[src/rtl/core/pffl_pkg.sv]
// ----------------------------------------------------------------------------
// pffl_pkg: shared types and constants for the page frame replacer
// Defaults for the parameters, channel widths, sequencer states, datapath
// operation codes and the command/status bundles between the two halves.
// ----------------------------------------------------------------------------
package pffl_pkg;

  localparam int PROCESSES_DEF = 4;
  localparam int PAGE_BITS_DEF = 12;
  localparam int FRAMES_DEF    = 16;

  localparam int PID_FIELD_W   = 2;
  localparam int PAGE_FIELD_W  = 12;
  localparam int FRAME_FIELD_W = 4;
  localparam int COUNT_W       = 32;
  localparam int IN_DATA_W     = 16;
  localparam int OUT_DATA_W    = 88;

  typedef enum logic [2:0] {
    ST_IDLE,
    ST_OWN,
    ST_CHK,
    ST_MV1,
    ST_MV2,
    ST_DONE
  } state_t;

  typedef enum logic [2:0] {
    OP_NONE,
    OP_ACCEPT,
    OP_OWNRD,
    OP_CHECK,
    OP_MOVE1,
    OP_MOVE2,
    OP_FINISH
  } op_t;

  typedef struct packed {
    op_t op;
  } cmd_t;

  typedef struct packed {
    logic pid_ok;     // incoming process number is in range
    logic need_move;  // the checked access must relink or evict
    logic more_move;  // the frame is not yet at the newest end
    logic out_free;   // the result register can take a new item
  } status_t;

  function automatic logic [COUNT_W-1:0] sat_inc(input logic [COUNT_W-1:0] v);
    sat_inc = (v == '1) ? v : v + 1'b1;
  endfunction

endpackage

[src/rtl/core/pffl_ctrl.sv]
// ----------------------------------------------------------------------------
// pffl_ctrl: access sequencer
// Steps each accepted access through table read, owner check, relink and
// result hand-off, one datapath operation per cycle unless the output stalls.
// ----------------------------------------------------------------------------
module pffl_ctrl (
  input  logic             clk,
  input  logic             rst_n,
  input  logic             in_tvalid,
  output logic             in_tready,
  input  pffl_pkg::status_t st,
  output pffl_pkg::cmd_t    cmd
);

  pffl_pkg::state_t state_r;
  pffl_pkg::state_t state_nxt;

  always_ff @(posedge clk) begin
    if (!rst_n) begin
      state_r <= pffl_pkg::ST_IDLE;
    end else begin
      state_r <= state_nxt;
    end
  end

  always_comb begin
    state_nxt = state_r;
    cmd.op    = pffl_pkg::OP_NONE;
    in_tready = 1'b0;
    case (state_r)
      pffl_pkg::ST_IDLE: begin
        in_tready = 1'b1;
        if (in_tvalid) begin
          cmd.op = pffl_pkg::OP_ACCEPT;
          // Out-of-range processes are dropped without a result.
          if (st.pid_ok) state_nxt = pffl_pkg::ST_OWN;
        end
      end
      pffl_pkg::ST_OWN: begin
        cmd.op    = pffl_pkg::OP_OWNRD;
        state_nxt = pffl_pkg::ST_CHK;
      end
      pffl_pkg::ST_CHK: begin
        cmd.op    = pffl_pkg::OP_CHECK;
        state_nxt = st.need_move ? pffl_pkg::ST_MV1 : pffl_pkg::ST_DONE;
      end
      pffl_pkg::ST_MV1: begin
        cmd.op    = pffl_pkg::OP_MOVE1;
        state_nxt = st.more_move ? pffl_pkg::ST_MV2 : pffl_pkg::ST_DONE;
      end
      pffl_pkg::ST_MV2: begin
        cmd.op    = pffl_pkg::OP_MOVE2;
        state_nxt = pffl_pkg::ST_DONE;
      end
      pffl_pkg::ST_DONE: begin
        if (st.out_free) begin
          cmd.op    = pffl_pkg::OP_FINISH;
          state_nxt = pffl_pkg::ST_IDLE;
        end
      end
      default: begin
        state_nxt = pffl_pkg::ST_IDLE;
      end
    endcase
  end

endmodule

[config.mk]
export PLATFORM = sky130hd
export DESIGN_NAME = pffl_ctrl
export DESIGN_NICKNAME = d
export VERILOG_FILES = /design/src/rtl/core/pffl_pkg.sv /design/src/rtl/core/pffl_ctrl.sv
export SDC_FILE = /design/constraint.sdc
export NUM_CORES = 1
export LEC_CHECK = 0
export BUFFER_PORTS_ARGS = -buffer_cell sky130_fd_sc_hd__buf_4
export CAP_MARGIN = 20
export CORE_AREA = 5 5 42 44
export DETAILED_ROUTE_END_ITERATION = 10
export DIE_AREA = 0 0 47 49
export GPL_ROUTABILITY_DRIVEN = 0
export SYNTH_ARGS = -nofsm -noshare
export SYNTH_HDL_FRONTEND = slang
export SYNTH_SLANG_ARGS = --single-unit
[constraint.sdc]
create_clock -name clk -period 3 [get_ports clk]
set_input_delay 0.6 -clock clk [delete_from_list [all_inputs] [get_ports clk]]
set_output_delay 0.6 -clock clk [all_outputs]
set_load 0.02 [all_outputs]
==> results of run 1 <==
-- power by group through the flow --
stage | Sequential (W) | Clock, W | Combinational [W]
after floorplan | 0.0000446 | 0 | 0.0000390
after CTS | 0.0000503 | 0.0000761 | 0.0000487
after detailed placement | 0.0000509 | 0 | 0.0000484
after global placement | 0.0000507 | 0 | 0.0000485
final | 0.0000502 | 0.0000727 | 0.0000481
after global routing | 0.0000515 | 0.0000772 | 0.0000521
-- worst max-delay path by stage --
| stage | end | cells past startpoint |
|---|---|---|
| after global placement | cmd[0] | 4 |
| after detailed placement | cmd[0] | 4 |
| after global routing | cmd[2] | 3 |
| after CTS | cmd[2] | 3 |
| after floorplan | cmd[0] | 2 |
| final | cmd[2] | 3 |
-- layout by cell type, fill, tap and decap left out, types with 2 or more instances in the layout --
master	n
a21oi_1	2
nor3_1	2
clkbuf_4	3
nand2_1	2
o22ai_1	2
nor3b_1	2
buf_4	10
nand2b_1	3
dfxtp_1	3
-- metal layers --
metal,track usage [%],share of wire [%]
met2,8.82,48
met5,0,0
met4,11.1,3.7
met1,6.56,41
met3,0.369,7.5
-- cell families (layout without fill, tap and decap cells) --
logic type,count (synthesis),in the layout,synth area share [%]
DFF,3,3,23.6
buffers and inverters,4,15,14.8
AOI/OAI and AO/OA,7,7,19.2
and+or+nand+nor,15,15,38.9
xor gates and xnor gates,1,1,3.45
-- cell type report --
type	instances	area share, %
tap	16	5.86
timing repair buffer	10	22.0
sequential	3	17.6
inverter	1	1.10
clock buffer	4	7.69
multi-input combinational	23	45.8
-- metrics by stage --
stage | cell area (µm²) | total power, W | instances | hold slack, ps | setup slack [ps]
finish | 342 | 0.000171 | 57 | 593 | 1130
global route | 342 | 0.000181 | 57 | 601 | 1030
CTS | 342 | 0.000175 | 57 | 585 | 1120
detailed placement | 315 | 0.0000994 | 53 | 614 | 1310
global placement | 315 | 0.0000992 | 53 | 617 | 1310
floorplan | 254 | 0.0000836 | 30 | 510 | 1250
-- worst max-delay path, delay by kind of cell, from the launching register on --
kind            cells  cell delay, ps
compound gates      1             180
buf+inv             1             170
flops               1             550
simple gates        1             130
==> out/results.ini, run 1 <==
[power_and_ir_drop]
power.density_nw_per_um2 = 501
combPwrFrac_pct = 28.1
netSwitchingFraction_pct = 30.5
p_int_w = 0.000119
leakage_nw = 0.136
clkPwrFrac_pct = 42.5
p_sw_w = 0.0000521
pwr-share-seq_pct = 29.4
ir_drop_mv = 0.102

[setup_path]
slowest_stage = dfxtp_1
cp_data_arrival_time_ps = 1270
slowest_delay_ps = 550
crit_required_ps = 2400
ff2ff_setup_slack_ps = 1890
r2r_start = state_r[1]
crit_type = reg2out
cp-start-kind = flop
r2r_cells = 3
timing.critical_path.fanout_max = 10
critPathCaptureType = output pin
r2r_end = state_r[0]
startpoint = state_r[1]
crit_chain = nand2b_1, o22ai_1, buf_4

[grt]
antenna_found_initial = 0
grt_max_degree = 11
grt_pass1_wl_um = 993
grt_usage_pct = 6.61
grt-ovfl-total = 0
grt_pass1_vias = 255

[flow_run]
maxCapViolCount = 0

[clocking]
post-cts-setup-buffers = 0
clkSinkCount = 3
clock_latency_ps = 240
clock_path_buffers = 2
cts_tree = done
cts_root_buffer = clkbuf_4
clkSlewWorstSetupHoldPaths_ps = 40
cts_hold_buf = 0
cts_buffers = 3
h-tree-depth = 1
cts_resized = 0

[layout]
syn_to_final_growth_pct = 34.5
fillers = 166
regArea_um2 = 60.1
multi_input_area_um2 = 156
drive_gt1_share_pct = 39.0
diodes = 0
fin_util_pct = 24.4
nNetsFinal = 49
top_regs = state_r: 3 flops
largest_reg_flops = 3
top_register = state_r

[synth]
avgSynthCellArea_um2 = 8.47
synth-seq-cells = 3
netlist_top_cells_area = dfxtp_1, buf_6, nand2b_1, nor3b_1, nor2b_4
ys_seq_area_share_pct = 23.6
ys.warnings.count = 0
netlist.area_leader.share_pct = 23.6
yosys.area.top_type = dfxtp_1
postSynth.asyncResetShare_pct = 0
synth_nets = 37
synthDistinctLibCells = 19
synth_edf_count = 0
synthFlopType = dfxtp_1
netlist_area_um2 = 254
syn_inst = 30
ys_top_cells_by_count = buf_6, dfxtp_1, nand2b_1

[detailed_routing]
detailedRoute.firstPassIterationCount = 4
drc = 0
routed_via_density = 4.19
vias = 239
wl_per_cell_um = 10.3
first_iter_violations = 2
drt-total-wl_um = 588
antenna_left = 0

[floorplanning]
num_rows = 14
die_h_um = 49
io-pin-count = 11
die_x_um = 47
core-area_um2 = 1400
start_util_pct = 18.1
dieArea_um2 = 2300

[placement]
dpl.hpwl_um = 393
port_buffers = 10

[sta]
setup_violations = 0
finalHoldViolCount = 0
post-route-period-util_pct = 62.3
timing.setup.tns_ps = 0
grt_setup_unrepaired = false
fmaxAchievable_ghz = 0.535
fin_crit_ps = 1870
skew_ps = 1.70
relSlewSlack_pct = 73.3
slew_violations = 0
tightest_slew_ps = 400

[min_path]
hold_path_depth = 2
min_from = rst_n
hold_end = state_r[2]
hold_class = in2reg

[run_status]
status = finished, final reports clean

(Power assumes the default switching activity.)
==> run 2: changes to the inputs <==
ABC_AREA = 1   (was unset)
clock period = 1.55 ns   (was 3 ns; I/O delays follow)
==> out/results.ini, run 2 <==
[run_status]
status = finished, final reports clean

[layout]
fillers = 163  ; -1.8%
regArea_um2 = 63.8  ; +6.2%
layout_common_cells = buf_4, nand3_1, nor2_1, nand2_1, inv_1
largest_reg_flops = 3  ; unchanged
nNetsFinal = 59  ; +20%
top_register = state_r
instances_no_fill = 67  ; +18%
layout_commonest_cell = buf_4
drive_gt1_share_pct = 43.1  ; +4.1 points
multi_input_area_um2 = 131  ; -16%
diodes = 0  ; unchanged
top_regs = state_r: 3 flops
syn_to_final_growth_pct = 51.4

[floorplanning]
io-pin-count = 11  ; unchanged
die_x_um = 47  ; unchanged
num_rows = 14  ; unchanged
die_h_um = 49  ; unchanged
core-area_um2 = 1400  ; unchanged
start_util_pct = 16.2  ; -2.0 points
dieArea_um2 = 2300  ; unchanged

[clocking]
clkSlewWorstSetupHoldPaths_ps = 40  ; about the same
cts_root_buffer = clkbuf_4
cts_buffers = 3  ; unchanged
clock_path_buffers = 2  ; unchanged
cts_tree = done
clkSinkCount = 3  ; unchanged
post-cts-setup-buffers = 0  ; unchanged
clock_latency_ps = 230  ; about the same
h-tree-depth = 1  ; unchanged

[grt]
grt_usage_pct = 6.26  ; -0.35 points
grt_pass1_vias = 263  ; +3.1%
antenna_found_initial = 0  ; unchanged
grt_pass1_wl_um = 993  ; unchanged
grt-ovfl-total = 0  ; unchanged
grt_max_degree = 10  ; -1

[power_and_ir_drop]
leakage_nw = 0.180  ; +32%
ir_drop_mv = 0.371  ; +260%
power.density_nw_per_um2 = 1340  ; +170%
finalPower_w = 0.000459  ; +170%

[synth]
yosys.area.top_type = dfxtp_1
synth_nets = 45  ; +22%
avgSynthCellArea_um2 = 5.96  ; -30%
ys_seq_area_share_pct = 26.5  ; +2.9 points
netlist_top_cells_area = dfxtp_1, nand3_1, nor2_1, nand2_1, inv_1
ys.warnings.count = 0  ; unchanged
synthDistinctLibCells = 13  ; -6
synthAdderAreaFrac_pct = 0  ; unchanged
netlist_area_um2 = 226  ; -11%
postSynth.asyncResetShare_pct = 0  ; unchanged
synthFlopType = dfxtp_1
ys_top_cells_by_count = nor2_1, nand3_1, nand2_1
syn_inst = 38  ; +27%
synth_top_family_by_area = simple AND/OR/NAND/NOR gates
synth_xor_area_share_pct = 0  ; -3.4 points
synth-seq-cells = 3  ; unchanged
synth_most_common_cell = nor2_1
synth_edf_count = 0  ; unchanged
synth_compound_area_share_pct = 8.84  ; -10 points
synthMuxAreaShare_pct = 0  ; unchanged
synth-simple-area-share_pct = 48.1  ; +9.2 points
netlist.area_leader.share_pct = 26.5  ; +2.9 points

[sta]
timing.setup.tns_ps = 0  ; unchanged
whs_ps = 324  ; -268 ps
fin_crit_ps = 1400
finalHoldViolCount = 0  ; unchanged
post-route-period-util_pct = 90.0
relSlewSlack_pct = 87.7  ; +14 points
grt_setup_unrepaired = false
tightest_slew_ps = 183  ; -218 ps
setup_violations = 0  ; unchanged
slew_violations = 0  ; unchanged
fmaxAchievable_ghz = 0.717
skew_ps = 0.0543  ; -1.64 ps

[detailed_routing]
drt-total-wl_um = 563  ; -4.3%
first_iter_violations = 3  ; +1
vias = 264  ; +10%
wl_per_cell_um = 8.40  ; -19%
detailedRoute.firstPassIterationCount = 4  ; unchanged
drc = 0  ; unchanged
antenna_left = 0  ; unchanged
routed_via_density = 3.94  ; -6.0%

[setup_path]
crit_type = reg2out
timing.critical_path.fanout_max = 8  ; -2
slowest_stage = dfxtp_2
r2r_cells = 7  ; +4
r2r_start = state_r[2]
r2r_end = state_r[0]
slowest_delay_ps = 350  ; -200 ps
cp_data_arrival_time_ps = 1090  ; -180 ps
cp-start-kind = flop
critPathCaptureType = output pin
crit_required_ps = 1240  ; -1160 ps
ff2ff_setup_slack_ps = 560  ; -1330 ps
crit_chain = nor3_2, inv_2, nand3_1, buf_4

[min_path]
hold_class = in2reg
hold_path_depth = 3  ; +1
hold_end = state_r[0]
min_from = rst_n

[placement]
port_buffers = 10  ; unchanged
dp.cells = 63  ; +19%
dpl.hpwl_um = 465  ; +18%

[flow_run]
maxCapViolCount = 0  ; unchanged

## run 2: worst max path at each step
stage,from,to,depth (start not counted)
2_1_floorplan,state_r[0],in_tready,2
4_1_cts,state_r[2],cmd[1],3
6_report,state_r[2],cmd[1],4
3_5_place_dp,state_r[2],cmd[1],3
5_1_grt,state_r[1],cmd[1],5
3_3_place_gp,state_r[1],cmd[1],5
## run 2: cell families after synthesis
group	after synthesis
AO/OA/AOI/OAI	4
buffers and inverters	8
flip-flops	3
AND/OR/NAND/NOR	23
## run 2: routing by layer
layer	GRT usage (%)	routed length [µm]	vias to the layer above
met4	4.15	16	0
met1	6.35	219	106
met2	8.82	290	6
met5	0	0	-
met3	4.43	37	4
li1	-	-	148
## run 2: where the power goes
part	switching (W)	internal (W)	leakage, nW
Sequential	0.0000271	0.0000946	0.0258
Clock	0.0000410	0.0000965	0.0150
Combinational	0.000111	0.0000893	0.139
Total	0.000179	0.000280	0.180
## run 2: final cells by class
type | count | share of cell area, %
Sequential cell | 3 | 18.6
Inverter | 7 | 7.66
Tap cell | 16 | 5.84
Clock buffer | 4 | 7.66
Multi-Input combinational cell | 27 | 38.3
Timing Repair Buffer | 10 | 21.9
## run 2: what timing repair did
item                                   in CTS  in global routing
setup endpoints to repair                   0                  3
resized for setup                           0                  4
endpoints found under the hold margin       0                  0
hold buffers                                0                  0
## run 2: stage by stage
| stage | setup WS (ps) | util [%] | cell area [µm²] |
|---|---|---|---|
| after floorplan | 335 | - | 226 |
| after global placement | 336 | 22.1 | 310 |
| after detailed placement | 337 | 22.1 | 310 |
| after CTS | 75.4 | 24.0 | 337 |
| after global routing | 53.3 | 24.5 | 343 |
| final | 155 | 24.5 | 343 |
## run 2: critical path, delay by kind of cell (launching register included)
kind / cells / cell delay [ps]
buffers and inverters: 2 / 210
flip-flops: 1 / 350
AND/OR/NAND/NOR: 2 / 300
